[config.mk]
export PLATFORM = sky130hd
export DESIGN_NAME = neighbourhood_label_match
export DESIGN_NICKNAME = d
export VERILOG_FILES = /design/src/rtl/nlm_pkg.sv /design/src/rtl/nlm_ram.sv /design/src/rtl/nlm_window.sv /design/src/rtl/nlm_out.sv /design/src/rtl/neighbourhood_label_match.sv
export VERILOG_INCLUDE_DIRS = /design/src /design/src/rtl
export SDC_FILE = /design/constraint.sdc
export NUM_CORES = 2
export LEC_CHECK = 0
export ABC_AREA = 0
export BUFFER_PORTS_ARGS = -buffer_cell sky130_fd_sc_hd__buf_2
export CAP_MARGIN = 20
export CORE_AREA = 3 3 466 468
export CTS_CLUSTER_DIAMETER = 150
export DETAILED_ROUTE_END_ITERATION = 16
export DIE_AREA = 0 0 469 471
export PLACE_DENSITY_LB_ADDON = 0.08
export SLEW_MARGIN = 20
export SYNTH_ARGS = -nofsm -noshare
export SYNTH_HDL_FRONTEND = slang
export SYNTH_MEMORY_MAX_BITS = 65536
export SYNTH_SLANG_ARGS = --single-unit
export TNS_END_PERCENT = 30
[constraint.sdc]
create_clock -name aclk -period 24.1 [get_ports aclk]
set_input_delay 4.82 -clock aclk [delete_from_list [all_inputs] [get_ports aclk]]
set_output_delay 4.82 -clock aclk [all_outputs]
set_load 0.01 [all_outputs]
[src/rtl/assert_macros.svh]
`ifndef ASSERT_MACROS_SVH
`define ASSERT_MACROS_SVH

// property checked only outside reset
`define NLM_ASSERT(lbl, clk, rstn, prop, msg) \
    lbl: assert property (@(posedge clk) disable iff (!rstn) prop) else $error(msg);

// property checked on every edge, reset included
`define NLM_ASSERT_ALWAYS(lbl, clk, prop, msg) \
    lbl: assert property (@(posedge clk) prop) else $error(msg);

`endif

[src/rtl/nlm_pkg.sv]
package nlm_pkg;

    localparam int CFG_W        = 11;
    localparam int LABEL_W      = 8;
    localparam int HIT_W        = 10;
    localparam int MARK_W       = 2;
    localparam int HITS_N       = 4;
    localparam int WIN_N        = 9;
    localparam int APB_DW       = 32;
    localparam int APB_AW       = 3;
    localparam int MAX_COLS_DEF = 1024;
    localparam int MAX_ROWS_DEF = 1024;

    localparam logic [LABEL_W-1:0] LBL_CAND = 8'd1;
    localparam logic [LABEL_W-1:0] LBL_MARK = 8'd2;

    typedef enum logic [0:0] {
        REG_FRAME_ROWS = 1'b0,
        REG_FRAME_COLS = 1'b1
    } reg_idx_t;

    typedef logic [MARK_W-1:0] mark_t;

    typedef struct packed {
        mark_t             mark;
        logic              first_col;
        logic              last_col;
        logic              last_row;
        logic              row_ge1;
        logic              row_ge2;
        logic [HIT_W-1:0]  row;
        logic [HIT_W-1:0]  col;
    } pix_info_t;

    typedef struct packed {
        logic [HITS_N-1:0] hits;
        logic [HIT_W-1:0]  row;
        logic [HIT_W-1:0]  col;
    } hit_bundle_t;

endpackage

[src/rtl/nlm_ram.sv]
module nlm_ram #(
    parameter int WIDTH = 4,
    parameter int DEPTH = 1024
) (
    input  logic                     aclk,
    input  logic                     we,
    input  logic [$clog2(DEPTH)-1:0] waddr,
    input  logic [WIDTH-1:0]         wdata,
    input  logic                     re,
    input  logic [$clog2(DEPTH)-1:0] raddr,
    output logic [WIDTH-1:0]         rdata
);

    logic [WIDTH-1:0] mem [DEPTH];

    always_ff @(posedge aclk) begin
        if (we) begin
            mem[waddr] <= wdata;
        end
        if (re) begin
            rdata <= mem[raddr];
        end
    end

endmodule

[src/rtl/nlm_window.sv]
module nlm_window
    import nlm_pkg::*;
(
    input  logic                    aclk,
    input  logic                    aresetn,
    input  logic                    clear,
    input  logic                    fire,
    input  pix_info_t               info,
    input  logic [2*MARK_W-1:0]     line_rdata,
    output logic [2*MARK_W-1:0]     line_wdata,
    output hit_bundle_t             bundle
);

    mark_t win_reg  [WIN_N];
    mark_t win_next [WIN_N];
    mark_t up2;
    mark_t up1;
    logic  any_all;
    logic  any_right;
    logic  any_low;
    logic  any_low_right;

    always_comb begin
        up2 = info.row_ge2 ? line_rdata[2*MARK_W-1:MARK_W] : '0;
        up1 = info.row_ge1 ? line_rdata[MARK_W-1:0] : '0;
        for (int a = 0; a < 3; a++) begin
            win_next[a*3+0] = info.first_col ? '0 : win_reg[a*3+1];
            win_next[a*3+1] = info.first_col ? '0 : win_reg[a*3+2];
        end
        win_next[2] = up2;
        win_next[5] = up1;
        win_next[8] = info.mark;
    end

    assign line_wdata = {up1, info.mark};

    always_comb begin
        any_all = 1'b0;
        for (int i = 0; i < WIN_N; i++) begin
            any_all = any_all | win_next[i][1];
        end
        any_right     = win_next[1][1] | win_next[2][1] | win_next[4][1] |
                        win_next[5][1] | win_next[7][1] | win_next[8][1];
        any_low       = win_next[3][1] | win_next[4][1] | win_next[5][1] |
                        win_next[6][1] | win_next[7][1] | win_next[8][1];
        any_low_right = win_next[4][1] | win_next[5][1] | win_next[7][1] | win_next[8][1];

        bundle.hits[0] = info.row_ge1 & ~info.first_col & win_next[4][0] & any_all;
        bundle.hits[1] = info.row_ge1 & info.last_col & win_next[5][0] & any_right;
        bundle.hits[2] = info.last_row & ~info.first_col & win_next[7][0] & any_low;
        bundle.hits[3] = info.last_row & info.last_col & win_next[8][0] & any_low_right;
        bundle.row     = info.row;
        bundle.col     = info.col;
    end

    always_ff @(posedge aclk) begin
        if (!aresetn || clear) begin
            for (int i = 0; i < WIN_N; i++) begin
                win_reg[i] <= '0;
            end
        end else if (fire) begin
            for (int i = 0; i < WIN_N; i++) begin
                win_reg[i] <= win_next[i];
            end
        end
    end

endmodule

[src/rtl/nlm_out.sv]
module nlm_out
    import nlm_pkg::*;
(
    input  logic              aclk,
    input  logic              aresetn,
    input  logic              load,
    input  hit_bundle_t       bundle,
    output logic              free,
    output logic              m_valid,
    input  logic              m_ready,
    output logic [HIT_W-1:0]  m_hit_row,
    output logic [HIT_W-1:0]  m_hit_col,
    output logic              m_run_end
);

    logic [HITS_N-1:0] hits_reg;
    logic [HITS_N-1:0] hits_next;
    logic [HIT_W-1:0]  row_reg;
    logic [HIT_W-1:0]  col_reg;
    logic [HITS_N-1:0] sel;
    logic [HITS_N-1:0] rest;
    logic              take;

    assign sel       = hits_reg & ~(hits_reg - HITS_N'(1));
    assign rest      = hits_reg & ~sel;
    assign m_valid   = |hits_reg;
    assign take      = m_valid & m_ready;
    assign free      = ~m_valid | (take & ~|rest);
    assign m_run_end = ~|rest;
    assign m_hit_row = (sel[0] | sel[1]) ? row_reg - HIT_W'(1) : row_reg;
    assign m_hit_col = (sel[0] | sel[2]) ? col_reg - HIT_W'(1) : col_reg;

    always_comb begin
        hits_next = hits_reg;
        if (load) begin
            hits_next = bundle.hits;
        end else if (take) begin
            hits_next = rest;
        end
    end

    always_ff @(posedge aclk) begin
        if (!aresetn) begin
            hits_reg <= '0;
        end else begin
            hits_reg <= hits_next;
        end
    end

    always_ff @(posedge aclk) begin
        if (load) begin
            row_reg <= bundle.row;
            col_reg <= bundle.col;
        end
    end

endmodule

[src/rtl/neighbourhood_label_match.sv]
// Finds label-1 pixels whose clipped 3x3 neighborhood holds a label-2 pixel in a
// raster-order label stream. One pixel is taken per clock while s_ready is high.
// A pixel's column is looked up in a simple dual-port line RAM (marks of the two
// rows above) on the beat it is taken; the window update, hit test and write-back
// happen when it leaves that lookup stage, and its hits are registered in the
// output stage before reaching the result port. A last-row or last-column pixel
// can give more than one hit (four at most, at the frame's last pixel), sent one
// per clock while m_ready is high, in raster order with m_run_end on the last.
// Input stalls until the last is taken. Writing either size register restarts the
// frame at row 0, column 0; sizes are clamped to 2..MAX_ROWS and 2..MAX_COLS.
`include "assert_macros.svh"

module neighbourhood_label_match
    import nlm_pkg::*;
#(
    parameter int MAX_COLS = MAX_COLS_DEF,
    parameter int MAX_ROWS = MAX_ROWS_DEF
) (
    input  logic               aclk,
    input  logic               aresetn,
    input  logic               psel,
    input  logic               penable,
    input  logic               pwrite,
    input  logic [APB_AW-1:0]  paddr,
    input  logic [APB_DW-1:0]  pwdata,
    output logic [APB_DW-1:0]  prdata,
    output logic               pready,
    input  logic               s_valid,
    output logic               s_ready,
    input  logic [LABEL_W-1:0] s_pixel_label,
    output logic               m_valid,
    input  logic               m_ready,
    output logic [HIT_W-1:0]   m_hit_row,
    output logic [HIT_W-1:0]   m_hit_col,
    output logic               m_run_end
);

    localparam int COL_W  = $clog2(MAX_COLS);
    localparam int ROW_W  = $clog2(MAX_ROWS);
    localparam int CSZ_W  = (COL_W + 1 > CFG_W) ? COL_W + 1 : CFG_W;
    localparam int RSZ_W  = (ROW_W + 1 > CFG_W) ? ROW_W + 1 : CFG_W;

    logic [CFG_W-1:0] frame_rows_reg;
    logic [CFG_W-1:0] frame_cols_reg;
    logic [RSZ_W-1:0] rows_eff;
    logic [CSZ_W-1:0] cols_eff;
    logic [ROW_W-1:0] row_reg;
    logic [COL_W-1:0] col_reg;
    logic             cfg_wr;
    reg_idx_t         cfg_idx;

    logic             s_take;
    logic             last_col;
    logic             last_row;
    pix_info_t        info;

    logic             p1_valid_reg;
    pix_info_t        p1_info_reg;
    logic [COL_W-1:0] p1_col_reg;
    logic             p1_fire;
    logic             out_free;

    logic [2*MARK_W-1:0] line_rdata;
    logic [2*MARK_W-1:0] line_wdata;
    hit_bundle_t         bundle;

    // configuration port
    assign pready  = 1'b1;
    assign cfg_idx = reg_idx_t'(paddr[2]);
    assign cfg_wr  = psel & penable & pwrite;

    always_comb begin
        unique case (cfg_idx)
            REG_FRAME_ROWS: prdata = APB_DW'(frame_rows_reg);
            REG_FRAME_COLS: prdata = APB_DW'(frame_cols_reg);
            default:        prdata = '0;
        endcase
    end

    always_ff @(posedge aclk) begin
        if (!aresetn) begin
            frame_rows_reg <= CFG_W'(2);
            frame_cols_reg <= CFG_W'(2);
        end else if (cfg_wr) begin
            unique case (cfg_idx)
                REG_FRAME_ROWS: frame_rows_reg <= pwdata[CFG_W-1:0];
                REG_FRAME_COLS: frame_cols_reg <= pwdata[CFG_W-1:0];
                default: ;
            endcase
        end
    end

    always_comb begin
        rows_eff = RSZ_W'(frame_rows_reg);
        if (rows_eff < RSZ_W'(2)) begin
            rows_eff = RSZ_W'(2);
        end else if (rows_eff > RSZ_W'(MAX_ROWS)) begin
            rows_eff = RSZ_W'(MAX_ROWS);
        end
        cols_eff = CSZ_W'(frame_cols_reg);
        if (cols_eff < CSZ_W'(2)) begin
            cols_eff = CSZ_W'(2);
        end else if (cols_eff > CSZ_W'(MAX_COLS)) begin
            cols_eff = CSZ_W'(MAX_COLS);
        end
    end

    // position counters and line RAM lookup
    assign p1_fire  = p1_valid_reg & out_free;
    assign s_ready  = ~p1_valid_reg | p1_fire;
    assign s_take   = s_valid & s_ready;
    assign last_col = (CSZ_W'(col_reg) + CSZ_W'(1)) == cols_eff;
    assign last_row = (RSZ_W'(row_reg) + RSZ_W'(1)) == rows_eff;

    always_comb begin
        info.mark      = {s_pixel_label == LBL_MARK, s_pixel_label == LBL_CAND};
        info.first_col = col_reg == '0;
        info.last_col  = last_col;
        info.last_row  = last_row;
        info.row_ge1   = row_reg != '0;
        info.row_ge2   = row_reg > ROW_W'(1);
        info.row       = HIT_W'(row_reg);
        info.col       = HIT_W'(col_reg);
    end

    always_ff @(posedge aclk) begin
        if (!aresetn || cfg_wr) begin
            row_reg <= '0;
            col_reg <= '0;
        end else if (s_take) begin
            if (last_col) begin
                col_reg <= '0;
                row_reg <= last_row ? '0 : row_reg + ROW_W'(1);
            end else begin
                col_reg <= col_reg + COL_W'(1);
            end
        end
    end

    always_ff @(posedge aclk) begin
        if (!aresetn) begin
            p1_valid_reg <= 1'b0;
        end else if (s_ready) begin
            p1_valid_reg <= s_take;
        end
    end

    always_ff @(posedge aclk) begin
        if (s_take) begin
            p1_info_reg <= info;
            p1_col_reg  <= col_reg;
        end
    end

    nlm_ram #(
        .WIDTH (2*MARK_W),
        .DEPTH (MAX_COLS)
    ) u_line_ram (
        .aclk  (aclk),
        .we    (p1_fire),
        .waddr (p1_col_reg),
        .wdata (line_wdata),
        .re    (s_take),
        .raddr (col_reg),
        .rdata (line_rdata)
    );

    nlm_window u_window (
        .aclk       (aclk),
        .aresetn    (aresetn),
        .clear      (cfg_wr),
        .fire       (p1_fire),
        .info       (p1_info_reg),
        .line_rdata (line_rdata),
        .line_wdata (line_wdata),
        .bundle     (bundle)
    );

    nlm_out u_out (
        .aclk      (aclk),
        .aresetn   (aresetn),
        .load      (p1_fire),
        .bundle    (bundle),
        .free      (out_free),
        .m_valid   (m_valid),
        .m_ready   (m_ready),
        .m_hit_row (m_hit_row),
        .m_hit_col (m_hit_col),
        .m_run_end (m_run_end)
    );

    `NLM_ASSERT(a_ram_no_overlap, aclk, aresetn, (p1_fire && s_take) |-> (p1_col_reg != col_reg), "line RAM read and write hit the same column")
    `NLM_ASSERT(a_stall_has_item, aclk, aresetn, !s_ready |-> p1_valid_reg, "input stalled with empty lookup stage")
    `NLM_ASSERT(a_col_in_frame, aclk, aresetn, CSZ_W'(col_reg) < cols_eff, "column counter outside frame")
    `NLM_ASSERT_ALWAYS(a_reset_empty, aclk, !aresetn |=> (!m_valid && !p1_valid_reg), "pipeline not empty after reset")

endmodule

==> flow_summary.rst <==
.. list-table::
   :header-rows: 1

   * - Metric
     - Value
   * - Status
     - completed
   * - Required time of the critical path
     - 19.28 ns
   * - Number of buffers created by CTS
     - 330
   * - Power density of the placed cells
     - 81.4 nW/um^2
   * - Transition time of the tightest slew-check pin
     - 1.34 ns
   * - Root Buffer Master
     - sky130_fd_sc_hd__clkbuf_16
   * - Layout Skew
     - 0.0379 ns
   * - Number of vias per cell after detailed routing
     - 6.93
   * - Setup repair after global routing missed its margin
     - false
   * - Delay of the slowest cell on the worst path
     - 0.33 ns
   * - Synthesized cell area
     - 128000 um^2
   * - TritonCTS clock tree
     - done
   * - Number of I/O pins
     - 106
   * - HPWL Detailed
     - 213 mm
   * - Clock share of power
     - 0.427
   * - Largest register FFs
     - 3072
   * - Vias in the first global route
     - 68800
   * - Clock latency on the worst-skew pair
     - 0.94 ns
   * - Worst Hold Depth
     - 0
   * - Portion of total power attributed to combinational logic
     - 0.048
   * - Antenna violations before repair
     - 27
   * - Internal power consumption
     - 9150 uW
   * - Last weighted congestion value of the routability-driven placer
     - 0.875
   * - H-tree level count
     - 5
   * - Starting DRC count in detailed routing
     - 11700
   * - Reg-to-reg critical path startpoint
     - col_reg[1]
   * - Number of enable flip-flop cells after synthesis
     - 3130
   * - Count of instances resized after the clock tree is built
     - 0
   * - Clock period minus worst slack
     - 10.45 ns
   * - Floorplan die area
     - 221000 um^2
   * - Maximum fanout encountered on the critical timing path
     - 4
   * - Cell Chain, Critical Path
     - buf_2 -> inv_1 -> or2_2 -> o211ai_1 -> buf_2
   * - Drt drc
     - 0
   * - Worst vdd rail ir drop
     - 0.0000847 V
   * - Min-Delay Path Class
     - reg2reg
   * - Critical Path Most Common Cell
     - sky130_fd_sc_hd__buf_2
   * - CP max stage cell
     - sky130_fd_sc_hd__or2_2
   * - Post-CTS Hold Fix Bufs
     - 0
   * - Clock buffer depth
     - 4
   * - Sort of element at the start of the critical path
     - input pin
   * - Worst Setup Slack, final
     - 13.65 ns
   * - Source of the worst hold timing path
     - p1_info_reg[14]
   * - Count of port buffers added during placement
     - 60
   * - Layout cell share with drive strength beyond 1
     - 0.206
   * - Flip-flop cell with the highest count after synthesis
     - sky130_fd_sc_hd__edfxtp_1
   * - Total track usage
     - 0.338
   * - Worst hold endpoint
     - u_out.row_reg[4]
   * - Portion of the post-synthesis area used by sequential elements
     - 0.742
   * - Type of destination of the critical path
     - output pin
   * - Endpoints failing hold
     - 0
   * - Placement Rows
     - 170
   * - Largest net degree at the start of global routing
     - 244
   * - Worst r2r path cells
     - 13
   * - Clock transition at path regs
     - 0.05 ns
   * - Fin crit share
     - 0.434
   * - Vias
     - 70800
   * - Post-synthesis cell count
     - 7040
   * - Routed wire length
     - 370 mm
   * - Total Neg Setup Slack
     - 0 ns
   * - Sw Pwr
     - 2390 uW
   * - Max Slew Vio Count
     - 0
   * - Net switching fraction of the power
     - 0.207
   * - CP Class
     - in2out
   * - Die Height
     - 471 um
   * - Setup slack of the most critical reg-to-reg path
     - 16.48 ns
   * - Total of max-cap violations
     - 0
   * - Highest-count cells in the layout ignoring fill and taps
     - sky130_fd_sc_hd__edfxtp_1, sky130_fd_sc_hd__nor2_1, sky130_fd_sc_hd__mux4_2, sky130_fd_sc_hd__clkbuf_16, sky130_fd_sc_hd__mux2i_1
   * - Max_slew headroom
     - 0.105
   * - Achievable clock frequency
     - 0.0957 GHz
   * - Routed WL per cell
     - 36.2 um
   * - Avg Cell Area, Syn
     - 18.2 um^2
   * - Worst hold slack
     - 0.417 ns
   * - Most common library cell in the layout ignoring fill and taps
     - sky130_fd_sc_hd__edfxtp_1
   * - Clock sink total
     - 3177
   * - Die Wd
     - 469 um
   * - Number of distinct library cells after synthesis
     - 84
   * - Register bit total from synthesis
     - 3177
   * - Yosys synthesis warning count
     - 0
   * - Power, Total
     - 11500 uW
   * - Wire length of the first global-routing pass
     - 520 mm
   * - Sequential power share
     - 0.525
   * - Dpl ws
     - 13.66 ns
   * - Core area
     - 214000 um^2
   * - Detailed-router iteration count before antenna repair
     - 8
   * - Leakage Power
     - 0.0439 uW
   * - Total number of nets in the final design
     - 7185
   * - Data arrival at the endpoint of the critical path
     - 5.63 ns
   * - Area added between synthesis and finish
     - 10.9%
   * - Worst reg2reg endpoint
     - u_line_ram.rdata[0]
   * - Share of synthesized registers carrying an async set or reset
     - 0
   * - Gr ovfl total
     - 0
   * - Initial core utilization
     - 0.598
   * - Post-CTS setup buffer count
     - 0
   * - Number of antenna-violating nets in the routed design
     - 0
   * - Endpoints failing setup
     - 0
   * - Worst setup path start
     - m_ready
## cells in the mapped netlist (all sizes together) (39+ instances only)
| library cell | count | area, um^2 |
|---|---|---|
| o22ai | 44 | 275 |
| nand2 | 263 | 987 |
| mux2i | 299 | 2990 |
| dfxtp | 47 | 941 |
| a221oi | 49 | 429 |
| o21ai | 78 | 390 |
| a21oi | 71 | 355 |
| clkbuf | 308 | 1160 |
| nor2 | 1120 | 4200 |
| edfxtp | 3130 | 94000 |
| mux4 | 680 | 15300 |
| nand3 | 60 | 300 |
| buf | 223 | 1380 |
| nor3 | 39 | 206 |
| a22oi | 104 | 781 |
## per-stage QoR
step	utilization	std cells	instance area (um^2)
after floorplan	-	7060	128000
after global placement	0.614	9625	131000
after detailed placement	0.614	9629	131000
after CTS	0.662	10200	142000
after global routing	0.663	10200	142000
final	0.663	10200	142000
## critical path: cells and delay by family
kind | cells | cell delay [ns]
buf+inv | 3 | 0.33
compound gates | 1 | 0.14
simple gates | 1 | 0.33
## layout make-up
type	instances	area, um^2
Clock buffer	408	8670
Sequential cell	3177	95000
Clock inverter	162	1570
Fill cell	14200	72200
Antenna cell	10	25.0
Inverter	27	111
Multi-Input combinational cell	3325	30800
Timing Repair Buffer	266	2070
Tap cell	2838	3550
## routing by layer
metal  share of wire  vias to the layer above  GRT usage
met5        0.000081                        -          0
met4           0.045                        4      0.132
met3            0.13                      773     0.0931
met2            0.45                     5008      0.500
met1            0.37                    36800      0.485
li1                -                    28200          -
## power groups by stage
stage               clock network [uW]  registers [uW]  logic, uW
CTS                               4970            6060        559
global placement                     0            6180        552
detailed placement                   0            6180        557
global route                      5190            6060        591
floorplan                            0            6250        398
finish                            4930            6060        560
## cell families after synthesis
kind of cell	after synthesis	share of synthesized area
AO/OA/AOI/OAI	580	0.0327
XOR/XNOR	54	0.00424
adder cells (fa/ha/maj)	10	0.000939
buffers and inverters	558	0.0206
flip-flops	3177	0.742
multiplexers	1005	0.145
other	2	0.0000587
AND/OR/NAND/NOR	1654	0.0537
## how the worst max path moves through the flow
| stage | end | depth (start not counted) | slack (ns) |
|---|---|---|---|
| floorplan | u_line_ram.mem[0][3] | 1 | 7.98 |
| global placement | s_ready | 5 | 13.66 |
| detailed placement | prdata[2] | 3 | 13.66 |
| CTS | prdata[2] | 3 | 13.66 |
| global route | s_ready | 5 | 13.58 |
| finish | s_ready | 5 | 13.65 |
(Power assumes the default switching activity.)
